`config.mk`:
```
export PLATFORM = sky130hd
export DESIGN_NAME = dktb_ctrl
export DESIGN_NICKNAME = d
export VERILOG_FILES = /design/src/design/dktb_pkg.sv /design/src/design/dktb_ctrl.sv
export SDC_FILE = /design/constraint.sdc
export NUM_CORES = 1
export LEC_CHECK = 0
export BUFFER_PORTS_ARGS = -buffer_cell sky130_fd_sc_hd__clkbuf_2
export CAP_MARGIN = 20
export CORE_AREA = 8 8 45 47
export DETAILED_ROUTE_END_ITERATION = 10
export DIE_AREA = 0 0 53 55
export HOLD_SLACK_MARGIN = 0.03
export PLACE_DENSITY = 0.59
export SETUP_SLACK_MARGIN = 0.02
export SYNTH_ARGS = -nofsm -noshare
export SYNTH_HDL_FRONTEND = slang
export SYNTH_SLANG_ARGS = --single-unit
```
`constraint.sdc`:
```
create_clock -name clk_i -period 1.75 [get_ports clk_i]
set_input_delay 0.35 -clock clk_i [delete_from_list [all_inputs] [get_ports clk_i]]
set_output_delay 0.35 -clock clk_i [all_outputs]
set_load 0.02 [all_outputs]
```
`src/design/dktb_pkg.sv`:
```
`timescale 1ns / 1ps
`default_nettype none
// ----------------------------------------------------------------------------
// dktb_pkg
// Shared types and constants of the distance key table builder.
// ----------------------------------------------------------------------------
package dktb_pkg;

  localparam int DefIndexCount = 32;
  localparam int DefMaskBits   = 32;
  localparam int DefCountBits  = 16;

  localparam int InDataW  = 32;
  localparam int OutDataW = 48;
  localparam int CfgDataW = 16;
  localparam int CfgIdxW  = 2;
  localparam int DivSteps = 18;

  typedef enum logic [1:0] {
    KIND_CLEAR = 2'd0,
    KIND_ADD   = 2'd1,
    KIND_READ  = 2'd2
  } kind_e;

  typedef enum logic [1:0] {
    REG_FOLD_MODE = 2'd0,
    REG_DIST_MIN  = 2'd1,
    REG_DIST_INTV = 2'd2,
    REG_INTV_TOT  = 2'd3
  } reg_idx_e;

  typedef enum logic [2:0] {
    ST_CLEAR,
    ST_IDLE,
    ST_DIV,
    ST_WRITE,
    ST_RD1,
    ST_RD2
  } state_e;

  typedef struct packed {
    logic accept;
    logic div_start;
    logic div_step;
    logic add_write;
    logic clr_start;
    logic clr_step;
    logic out_load;
  } cmd_t;

  typedef struct packed {
    logic [1:0] in_kind;
    logic       in_add_ok;
    logic       div_done;
    logic       clr_last;
    logic       out_free;
  } status_t;

endpackage
`default_nettype wire

```
`src/design/dktb_ctrl.sv`:
```
`timescale 1ns / 1ps
`default_nettype none
// ----------------------------------------------------------------------------
// dktb_ctrl
// Sequencer: table sweep, bin division, read-modify-write and entry reads.
// ----------------------------------------------------------------------------
module dktb_ctrl import dktb_pkg::*; (
  input  wire logic    clk_i,
  input  wire logic    rst_ni,
  input  wire logic    s_valid_i,
  output logic         s_ready_o,
  input  wire status_t status_i,
  output cmd_t         cmd_o
);

  state_e state_q, state_d;
  logic   take;

  assign s_ready_o = (state_q == ST_IDLE);
  assign take      = s_valid_i && s_ready_o;

  always_ff @(posedge clk_i or negedge rst_ni) begin
    if (!rst_ni) begin
      state_q <= ST_CLEAR;
    end else begin
      state_q <= state_d;
    end
  end

  always_comb begin
    state_d = state_q;
    case (state_q)
      ST_CLEAR: if (status_i.clr_last) state_d = ST_IDLE;
      ST_IDLE: begin
        if (take) begin
          case (status_i.in_kind)
            KIND_CLEAR: state_d = ST_CLEAR;
            KIND_ADD:   if (status_i.in_add_ok) state_d = ST_DIV;
            KIND_READ:  state_d = ST_RD1;
            default:    state_d = ST_IDLE;
          endcase
        end
      end
      ST_DIV:   if (status_i.div_done) state_d = ST_WRITE;
      ST_WRITE: state_d = ST_IDLE;
      ST_RD1:   state_d = ST_RD2;
      ST_RD2:   if (status_i.out_free) state_d = ST_IDLE;
      default:  state_d = ST_IDLE;
    endcase
  end

  always_comb begin
    cmd_o = '0;
    cmd_o.accept = take;
    case (state_q)
      ST_CLEAR: cmd_o.clr_step = 1'b1;
      ST_IDLE: begin
        cmd_o.div_start = take && (status_i.in_kind == KIND_ADD);
        cmd_o.clr_start = take && (status_i.in_kind == KIND_CLEAR);
      end
      ST_DIV:   cmd_o.div_step = 1'b1;
      ST_WRITE: cmd_o.add_write = 1'b1;
      ST_RD2:   cmd_o.out_load = status_i.out_free;
      default:  cmd_o = '0;
    endcase
  end

endmodule
`default_nettype wire

```
# Yosys cells after proc, flatten, opt, wreduce, memory -nomap -nowiden
# Index checks and enable logic that the tools add are counted.
dict set report classes {
  reduce_logical 7
  n_mux 14
  eq_ne 12
}
# cell count
set op_table {}
lappend op_table {{2-to-1 mux 3 bit} 5}
lappend op_table {{case mux 3 bit (5 select lines)} 1}
lappend op_table {{case mux 3 bit (3 select lines)} 1}
lappend op_table {{2-to-1 mux 1 bit} 7}
lappend op_table {{equality test 3 x 2 -> 1 bit, second input constant} 2}
lappend op_table {{equality test 3 bit, second input constant} 2}
lappend op_table {{!= test 2 bit, second input constant} 3}
lappend op_table {{AND reduction 5 bit} 1}
lappend op_table {{OR reduction 5 bit} 1}
lappend op_table {{equality test 3 x 1 -> 1 bit, second input constant} 1}
lappend op_table {{logical AND 1 bit} 3}
lappend op_table {{zero test 3 bit} 1}
lappend op_table {{!= test 3 bit, second input constant} 1}
lappend op_table {{equality test 2 x 1 -> 1 bit, second input constant} 1}
lappend op_table {{equality test 2 bit, second input constant} 1}
lappend op_table {{zero test 2 bit} 1}
lappend op_table {{!= test 2 x 1 -> 1 bit, second input constant} 1}
dict set report totals {
  output_inout_bits 8
  register_bits 3
  input_bits 9
}

# Logic depth before layout (Yosys ltp)
# Gate-level depths: netlist of the first run.
dict set report logic_depth {
  word_depth 4
  ltp_mapped 5
  depth_no_buf 4
}

# Worst setup path after synthesis of the first run
# OpenSTA, ideal clock, no wires.
dict set report synth_path {
  kind {reg-to-output}
  startpoint {reg state_q[1]}
  endpoint {out cmd_o[2] in the netlist's numbering}
  arrival_time_ns 1.148
  path_stages_with_launch 5
  slack_ns 0.252
  required_ns 1.400
  cell_sequence {dfrtp_1 -> buf_6 -> nor2_2 -> nand3_1 -> nor3_1}
}
# element line
set synth_rtl {}
lappend synth_rtl {{start, declared} dktb_ctrl.sv:16} ;# state_e state_q, state_d;
lappend synth_rtl {{start signal, assigned} dktb_ctrl.sv:26} ;# state_q <= state_d;
lappend synth_rtl {{end, declared} dktb_ctrl.sv:13} ;# output cmd_t cmd_o

==> impl_results.md, run 1 <==
* Worst r2r src: state_q[2]$_DFFE_PN0P_
* #FFs+latches synth at 3
* Clk network pwr share at 0.140
* First-pass GRT wire length at 1440 µm
* Kind of critical path: flop to output port
* Status: finished, final reports clean
* Router iterations before antenna repair at 2
* Final Skew at between 0.003 and 0.004 ns
* Mapped Area at 318 µm²
* Die height at approximately 55 µm
* Post-DRT Antenna Nets at 0
* Hold Crit Class: input port to asynchronous set/reset pin
* Ratio of cells with drive above 1 in the final layout at 0.561
* Die area at just under 3000 µm²
* TritonCTS clock tree: yes
* Starting Density at 0.230
* Layout area overhead at 44.9%
* Biggest area consumer among synthesized cells: dfrtp_1
* Fin crit share at 0.933
* Vias in the first global route at approximately 330
* Dominant synthesized flop cell: dfrtp_1
* # port buffers at 16
* Power density cells at 1880 nW/µm²
* WL final at 849 µm
* Initial DRC Count at 4
* DR vias at about 320
* Combinational Power Share at 0.646
* Leak at ~0.24 nW
* Total Routing Usage GR at 0.0661
* Sequential area share after synthesis at 0.236
* Setup crit end kind: output port
* Period minus WS final at 1.63 ns
* GP Congestion at a little under 0.8
* Setup Slack @ Placement at 0.219 ns
* Switch Pwr at approximately 0.42 mW
* Max Freq at between 0.6 and 0.7 GHz
* Worst Setup SP: state_q[1]$_DFFE_PN0P_
* # IOs at 17
* # clock sinks at 3
* Final #Nets at 67
* Crit path cell chain: nor2_2 > nand3_1 > nor2_1 > clkbuf_2
* Max VDD drop at 0.511 mV
* Cell Int Power at 0.446 mW
* Fin util at 0.333
* Sequential share of power at 0.214
* Post-synth ARST share at 1.00
* Post-synth top cells: a21oi_1 (4), nor3_1 (4)
* Synth Warn # at 0
* Max FO, Critical Path at 8
* Post-synth EDFFs at 0
* Max stage delay on crit path at ~0.46 ns
* Syn_nets at 45
* Worst-Skew Late Latency at between 0.2 and 0.25 ns
* CTS clock-pin slew for the worst setup and hold paths at ~0.04 ns
* TNS Setup at 0 ns
* Setup WS post-layout at 0.117 ns
* Critical Path Slowest Stage Cell: dfrtp_2
* Setup crit start kind: flop
* H-Tree Depth at 1
* Synth unique cells at 20
* # diodes at 0
* Total grt overflow at 0
* Num CTS Buffers at 3
* Yosys top cell area share at 0.236
* Largest cells by area after synthesis: dfrtp_1 (24%), mux2i_1 (9.4%), buf_6 (7.1%)
* Max reg flops at 3
* Worst-margin pin slew at ~0.25 ns
* Critical path buffer and inverter count at 1
* Root buffer cell: clkbuf_4
* Largest regs: state_q x3
* Final setup violation count at 0
* Syn avg cell area at roughly 8.8 µm²
* HPWL Detailed at ~670 µm
* Wire length per cell at ~12 µm
* Gate Count Post-Synth at 36
* Core Area at roughly 1400 µm²
* Hold Fails Final Rpt at 0
* Delay-heaviest family, CP: flip-flops
* Critical Path RT at ~1.4 ns
* # DRC at 0
* Clock Path Buffers at 2
* Horiz. Die Dim at 53 µm
* Antenna violations before repair at 0
* Sw Share at 0.483
* Via density per instance at ~4.4
* MaxCap Viol Count at 0
* Worst slew margin at 0.826
* Arrival time at the worst endpoint at about 1.3 ns
* Hold WS at 0.446 ns
* Std cell rows at 14
* Largest net degree at the start of global routing at 12
* Reg with most FFs: state_q
* Slew Viols, Final at 0
## per-layer routing
metal / up-vias / track usage / share of wire
li1: 167 / - / -
met1: 143 / 0.0653 / 0.38
met2: 12 / 0.0977 / 0.48
met3: 2 / 0.0428 / 0.12
met4: 0 / 0.0517 / 0.014
met5: - / 0 / 0
## timing repair
action,CTS,global route
setup endpoints to repair,1,5
hold buffers,1,0
resized for setup,1,4
buffers inserted,0,3
endpoints found under the hold margin,3,0
## final cells by class
class	instances	area, µm²
Sequential cell	3	78.8
Timing Repair Buffer	20	113
Tap cell	16	20.0
Multi-Input combinational cell	26	208
Clock buffer	4	26.3
Fill cell	161	923
Inverter	4	15.0
## metrics by stage
stage          total power [mW]  cell area (µm²)  cells
6_report                  0.864              460     73
5_1_grt                   0.949              460     73
4_1_cts                   0.814              428     70
3_5_place_dp              0.685              390     65
3_3_place_gp              0.680              390     65
2_1_floorplan             0.608              318     36
## kinds of logic after synthesis
group | count (synthesis) | synth area share
AND/OR/NAND/NOR | 15 | 0.268
flip-flops | 3 | 0.236
AO/OA/AOI/OAI | 7 | 0.220
buffers and inverters | 7 | 0.134
multiplexers | 4 | 0.142
## power groups by stage
stage          clock network (mW)  logic (mW)  registers, mW
2_1_floorplan                   0       0.491          0.117
3_5_place_dp                    0       0.499          0.187
3_3_place_gp                    0       0.495          0.186
5_1_grt                     0.139       0.614          0.196
4_1_cts                     0.123       0.503          0.188
6_report                    0.121       0.558          0.185
## final timing paths
check / end / slack, ns / cells past startpoint
setup / recovery: cmd_o[5] / 0.12 / 4
hold / removal: state_q[1]$_DFFE_PN0P_ / 0.45 / 2
setup reg to reg: state_q[2]$_DFFE_PN0P_ / 0.29 / 5
hold reg to reg: state_q[1]$_DFFE_PN0P_ / 0.64 / 2
max in group asynchronous: state_q[0]$_DFFE_PN0P_ / 1.18 / 2
min in group clk_i: state_q[0]$_DFFE_PN0P_ / 0.48 / 3
## cells in the final DEF, fill, tap and decap left out, drive strengths merged
cell / count
a21oi: 4
a22oi: 1
and3: 1
buf: 3
clkbuf: 20
dfrtp: 3
dlygate4sd3: 1
inv: 4
mux2: 1
mux2i: 3
nand2: 1
nand2b: 1
nand3: 1
nor2: 4
nor2b: 1
nor3: 4
nor4bb: 2
o21a: 1
o31ai: 1
(Power assumes the default switching activity.)
==> inputs of run 2 (changes only) <==
--- a/config.mk
+++ b/config.mk
@@ -12,6 +12,7 @@
 export DIE_AREA = 0 0 53 55
 export HOLD_SLACK_MARGIN = 0.03
 export PLACE_DENSITY = 0.59
+export RECOVER_POWER = 100
 export SETUP_SLACK_MARGIN = 0.02
 export SYNTH_ARGS = -nofsm -noshare
 export SYNTH_HDL_FRONTEND = slang
==> run 2 against run 1 <==
  * Global-route usage is the same
  * Core utilization shrank 1.4 points
  * Largest power group unchanged
  * Power shrank 5.1%
  * Register-to-register slack lost 0.13 ns
  * Count of clock-buffer cells in the layout is the same
  * Hold slack gained 0.0075 ns
  * Sequential share of layout area grew 0.44 points
  * Combinational power shrank 7.5%
  * Via count grew 0.31%
  * Flip-flop and latch count is the same
  * Non-clock buffer count is the same
==> impl_results.md, run 2 (synthesized netlist as in run 1, its figures left out) <==
* Commonest non-fill, non-tap cell in the layout: clkbuf_2
* Arrival time at the worst endpoint at 1.29 ns (about the same)
* Post-DRT Antenna Nets at 0 (unchanged)
* Router iterations before antenna repair at 3 (+1)
* # diodes at 0 (unchanged)
* Worst-margin pin slew at 0.363 ns (+0.109 ns)
* Clk network pwr share at 0.147 (+0.007)
* TritonCTS clock tree: yes
* # DRC at 0 (unchanged)
* Slew Viols, Final at 0 (unchanged)
* Most frequent cells in the layout: clkbuf_2 (13), a21oi_1 (4), clkbuf_4 (4), clkbuf_1 (4)
* FF/Latch Area at 77.6 µm² (-1.6%)
* Largest net degree at the start of global routing at 12 (unchanged)
* Setup crit end kind: output port
* WL final at 858 µm (+1.1%)
* DR vias at 325 (+0.31%)
* # IOs at 17 (unchanged)
* MaxCap Viol Count at 0 (unchanged)
* Vias in the first global route at 333 (unchanged)
* Num CTS Buffers at 3 (unchanged)
* Final #Nets at 67 (unchanged)
* Max FO, Critical Path at 8 (unchanged)
* Die area at 2920 µm² (unchanged)
* Clock Path Buffers at 2 (unchanged)
* Combinational Power Share at 0.630 (-0.016)
* Critical Path RT at 1.40 ns (about the same)
* Worst-Skew Late Latency at 0.23 ns (about the same)
* Total Routing Usage GR at 0.0661 (unchanged)
* Wire length per cell at 11.8 µm (+1.1%)
* Status: finished, final reports clean
* Fin crit share at 0.938 (+0.00504)
* Largest regs: state_q x3
* Core Area at 1380 µm² (unchanged)
* Period minus WS final at 1.64 ns (+0.00882 ns)
* # clock sinks at 3 (unchanged)
* Max reg flops at 3 (unchanged)
* Sequential share of power at 0.223 (+0.009)
* Die height at 55 µm (unchanged)
* Hold Fails Final Rpt at 0 (unchanged)
* Antenna violations before repair at 0 (unchanged)
* CTS clock-pin slew for the worst setup and hold paths at 0.04 ns (about the same)
* Layout area overhead at 39.0%
* Final setup violation count at 0 (unchanged)
* Max Freq at 0.609 GHz (-0.54%)
* Root buffer cell: clkbuf_4
* Kind of critical path: flop to output port
* Reg with most FFs: state_q
* Cell Int Power at 0.422 mW (-5.4%)
* Worst slew margin at 0.758 (-0.0676)
* First-pass GRT wire length at 1440 µm (unchanged)
* Total grt overflow at 0 (unchanged)
* Power, Total at 0.820 mW (-5.1%)
* Initial DRC Count at 3 (-1)
* # port buffers at 16 (unchanged)
* TNS Setup at 0 ns (unchanged)
* Final Skew at 0.00367 ns (+0.0000222 ns)
* Hold Crit Class: input port to asynchronous set/reset pin
* Max VDD drop at 0.492 mV (-3.6%)
* Std cell rows at 14 (unchanged)
* Multi-input logic area at 194 µm² (-6.6%)
* Ratio of cells with drive above 1 in the final layout at 0.474 (-0.0877)
* Sw Share at 0.485 (+0.00171)
* FILL cells at 163 (+1.2%)
* Worst Reg-to-Reg Cells at 5 (unchanged)
* Switch Pwr at 0.398 mW (-4.7%)
* Leak at 0.224 nW (-8.4%)
* H-Tree Depth at 1 (unchanged)
* Power density cells at 1860 nW/µm² (-1.0%)
* HPWL Detailed at 665 µm (unchanged)
* GP Congestion at 0.790 (unchanged)
* Starting Density at 0.230 (unchanged)
* Horiz. Die Dim at 53 µm (unchanged)
* Via density per instance at 4.45 (+0.31%)
* Setup crit start kind: flop
[run 2: cell count changes in the layout (fill, tap and decap cells not counted)]
cell and delta:
dfrtp_2 -1, dfrtp_1 +1, a22oi_1 +1, clkbuf_4 +1
clkbuf_1 +3, buf_4 -1, a22oi_4 -1, clkbuf_2 -3
[run 2: layout make-up]
cell class,instances,share of cell area
inverters,4,0.0340
multi-input cells,26,0.439
flip-flops and latches,3,0.176
repair buffers,20,0.246
clock buffers,4,0.0595
well taps,16,0.0453
[run 2: critical path, cell delays in order (launching register included)]
cell      delay, ns
dfrtp_2        0.46
nor2_2         0.12
nand3_1        0.15
nor2_1         0.15
clkbuf_2       0.18
[run 2: layer usage]
metal | share of wire | track usage
met1 | 0.39 | 0.0653
met2 | 0.48 | 0.0977
met3 | 0.12 | 0.0428
met4 | 0.0093 | 0.0517
met5 | 0 | 0
[run 2: path summary, 6_finish.rpt]
kind                                              from                      to  slack, ns
worst max-delay path            state_q[1]$_DFFE_PN0P_                cmd_o[5]       0.11
worst max register to register  state_q[2]$_DFFE_PN0P_  state_q[2]$_DFFE_PN0P_       0.16
worst min-delay path                            rst_ni  state_q[1]$_DFFE_PN0P_       0.45
min in group clk_i                         status_i[3]  state_q[0]$_DFFE_PN0P_       0.48
max in group asynchronous                       rst_ni  state_q[2]$_DFFE_PN0P_       1.13
worst min register to register  state_q[2]$_DFFE_PN0P_  state_q[1]$_DFFE_PN0P_       0.64
[run 2: repair_timing]
action / in CTS / in global routing
hold endpoints to repair: 3 / 0
hold buffers: 1 / 0
buffers inserted: 0 / 3
setup endpoints to repair: 1 / 5
gates resized for setup: 1 / 4
[run 2: stage by stage]
| stage | setup slack (ns) | cell area, µm² | std cells | util | hold slack [ns] |
|---|---|---|---|---|---|
| final | 0.108 | 442 | 73 | 0.319 | 0.454 |
| after detailed placement | 0.219 | 390 | 65 | 0.282 | 0.149 |
| after floorplan | 0.252 | 318 | 36 | - | 0.0544 |
| after global placement | 0.245 | 390 | 65 | 0.282 | 0.150 |
| after global routing | -0.0159 | 442 | 73 | 0.319 | 0.474 |
| after CTS | 0.0438 | 428 | 70 | 0.309 | 0.445 |
[run 2: power by group through the flow]
stage,clock network (mW),logic (mW),registers (mW)
2_1_floorplan,0,0.491,0.117
3_3_place_gp,0,0.495,0.186
3_5_place_dp,0,0.499,0.187
4_1_cts,0.123,0.503,0.188
5_1_grt,0.139,0.573,0.193
6_report,0.121,0.516,0.183
==> inputs of run 3 (changes only) <==
--- a/config.mk
+++ b/config.mk
@@ -13,6 +13,7 @@
 export HOLD_SLACK_MARGIN = 0.03
 export PLACE_DENSITY = 0.59
 export RECOVER_POWER = 100
+export REMOVE_ABC_BUFFERS = 1
 export SETUP_SLACK_MARGIN = 0.02
 export SYNTH_ARGS = -nofsm -noshare
 export SYNTH_HDL_FRONTEND = slang
==> run 3 against run 2 <==
  * Register-to-register slack improved by 0.13 ns
  * Clock skew down 0.0023 ns
  * Via count decreased by 0.92%
  * Setup slack is essentially flat
  * Combinational power grew 5.0%
  * Routed wire length shrank 7.8%
  * First-iteration DRC count did not move
  * Final cell count is the same
  * Core utilization increased by 0.54 points
  * Maximum frequency barely moved
  * Final area rose by 1.7%
  * Critical path type unchanged
==> impl_results.md, run 3 (synthesized netlist as in run 1, its figures left out) <==
* Core Area at 1380 µm² (unchanged)
* Kind of critical path: flop to output port
* Max VDD drop at 0.461 mV (-6.4%)
* Std cell rows at 14 (unchanged)
* Horiz. Die Dim at 53 µm (unchanged)
* TNS Setup at 0 ns (unchanged)
* # IOs at 17 (unchanged)
* Hold WS at 0.449 ns (-0.00452 ns)
* Starting Density at 0.230 (unchanged)
* Post-DRT Antenna Nets at 0 (unchanged)
* Placed standard-cell area at 390 µm² (unchanged)
* Die height at 55 µm (unchanged)
* Hold Fails Final Rpt at 0 (unchanged)
* HPWL Detailed at 632 µm (-5.1%)
* # port buffers at 16 (unchanged)
* Initial DRC Count at 3 (unchanged)
* First-pass GRT wire length at 1380 µm (-4.3%)
* Largest regs: state_q x3
* Wire length per cell at 10.8 µm (-7.8%)
* Setup crit end kind: output port
* DR vias at 322 (-0.92%)
* Switch Pwr at 0.409 mW (+2.8%)
* Setup Slack @ Placement at 0.201 ns (-0.0188 ns)
* Max reg flops at 3 (unchanged)
* WL final at 791 µm (-7.8%)
* Worst Reg-to-Reg Cells at 4 (-1)
* Total Routing Usage GR at 0.0624 (-0.00376)
* Most frequent cells in the layout: clkbuf_2 (11), clkbuf_1 (6), nor3_1 (4), a21oi_1 (4)
* Post-Layout Inst Area at 449 µm² (+1.7%)
* Antenna violations before repair at 0 (unchanged)
* Worst-margin pin slew at 0.248 ns (-0.115 ns)
* Commonest non-fill, non-tap cell in the layout: clkbuf_2
* Sw Share at 0.486 (about the same)
* # diodes at 0 (unchanged)
* Worst r2r src: state_q[1]$_DFFE_PN0P_
* Leak at 0.228 nW (+1.5%)
* FILL cells at 156 (-4.3%)
* Fin crit share at 0.938 (about the same)
* Via density per instance at 4.41 (-0.92%)
* Layout area overhead at 41.3%
* H-Tree Depth at 1 (unchanged)
* Reg with most FFs: state_q
* Slew Viols, Final at 0 (unchanged)
* Status: finished, final reports clean
* # clock sinks at 3 (unchanged)
* CTS clock-pin slew for the worst setup and hold paths at 0.04 ns (about the same)
* Max Freq at 0.609 GHz (about the same)
* Clk network pwr share at 0.142 (-0.005)
* R2R Path End: state_q[2]$_DFFE_PN0P_
* Total grt overflow at 0 (unchanged)
* GP Congestion at 0.789 (-0.11%)
* Hold Crit Class: input port to asynchronous set/reset pin
* Vias in the first global route at 359 (+7.8%)
* Worst slew margin at 0.830 (+0.0721)
* Fin util at 0.325 (+0.00543)
* Setup WS post-layout at 0.109 ns (+0.000481 ns)
* Cell Int Power at 0.433 mW (+2.6%)
* TritonCTS clock tree: yes
* MaxCap Viol Count at 0 (unchanged)
* Final #Nets at 67 (unchanged)
* # DRC at 0 (unchanged)
* Ratio of cells with drive above 1 in the final layout at 0.456 (-0.0175)
* Root buffer cell: clkbuf_4
* Setup crit start kind: flop
* Arrival time at the worst endpoint at 1.29 ns (about the same)
* Num CTS Buffers at 3 (unchanged)
* Period minus WS final at 1.64 ns (-0.000481 ns)
* Combinational Power Share at 0.643 (+0.013)
* Die area at 2920 µm² (unchanged)
* Clock Path Buffers at 2 (unchanged)
* Largest net degree at the start of global routing at 12 (unchanged)
* Final setup violation count at 0 (unchanged)
* Worst-Skew Late Latency at 0.23 ns (about the same)
* FF/Latch Area at 78.8 µm² (+1.6%)
* Worst R2R Setup Slack at 0.29 ns (+0.13 ns)
* Max FO, Critical Path at 8 (unchanged)
* Power density cells at 1880 nW/µm² (+1.0%)
* RSZ-0062 raised after global routing: true
* Final Skew at 0.00133 ns (-0.00235 ns)
* Critical Path RT at 1.40 ns (about the same)
* Router iterations before antenna repair at 2 (-1)
* Sequential share of power at 0.215 (-0.008)
* Multi-input logic area at 203 µm² (+4.5%)
[run 3: cell types whose count changed in the layout (fill, tap and decap cells not counted), sizes merged]
cell    previous run  this run
buf                2         3
clkbuf            21        20
[run 3: layer usage]
layer | global-route usage | part of all wire | vias up
li1 | - | - | 169
met1 | 0.0686 | 0.46 | 140
met2 | 0.102 | 0.45 | 11
met3 | 0.0134 | 0.062 | 2
met4 | 0.0517 | 0.021 | 0
met5 | 0 | 0 | -
[run 3: critical path, stage by stage, from the launching register on]
cell and delay (ns):
dfrtp_2 0.46, nor2_2 0.12, nand3_1 0.13, nor3_1 0.15, clkbuf_2 0.19
[run 3: cell type report]
type / count / area share
Sequential cell: 3 / 0.175
Tap cell: 16 / 0.0446
Clock buffer: 4 / 0.0585
Timing Repair Buffer: 20 / 0.237
Multi-Input combinational cell: 26 / 0.451
Inverter: 4 / 0.0334
[run 3: power by group through the flow]
stage	clock network (mW)	registers [mW]	logic [mW]
floorplan	0	0.166	0.384
global placement	0	0.189	0.491
detailed placement	0	0.190	0.495
CTS	0.127	0.193	0.503
global route	0.135	0.193	0.594
finish	0.120	0.181	0.542
[run 3: metrics by stage]
stage | std cells | power, mW
2_1_floorplan | 33 | 0.551
3_3_place_gp | 65 | 0.680
3_5_place_dp | 65 | 0.685
4_1_cts | 70 | 0.823
5_1_grt | 73 | 0.922
6_report | 73 | 0.843
[run 3: how the worst max path moves through the flow]
stage,startpoint,end,slack (ns)
4_1_cts,state_q[2]$_DFFE_PN0P_,cmd_o[2],0.04
6_report,state_q[1]$_DFFE_PN0P_,cmd_o[2],0.11
2_1_floorplan,state_q[2]$_DFFE_PN0P_,cmd_o[2],0.21
3_5_place_dp,state_q[2]$_DFFE_PN0P_,state_q[2]$_DFFE_PN0P_,0.20
5_1_grt,state_q[1]$_DFFE_PN0P_,cmd_o[2],0.006
3_3_place_gp,state_q[2]$_DFFE_PN0P_,state_q[2]$_DFFE_PN0P_,0.24
[run 3: timing repair]
item	4_1_cts	5_1_grt
endpoints found under the hold margin	3	0
hold buffers	1	0
gates cloned	0	0
setup endpoints to repair	2	3
gates resized for setup	2	2
buffers inserted	0	3
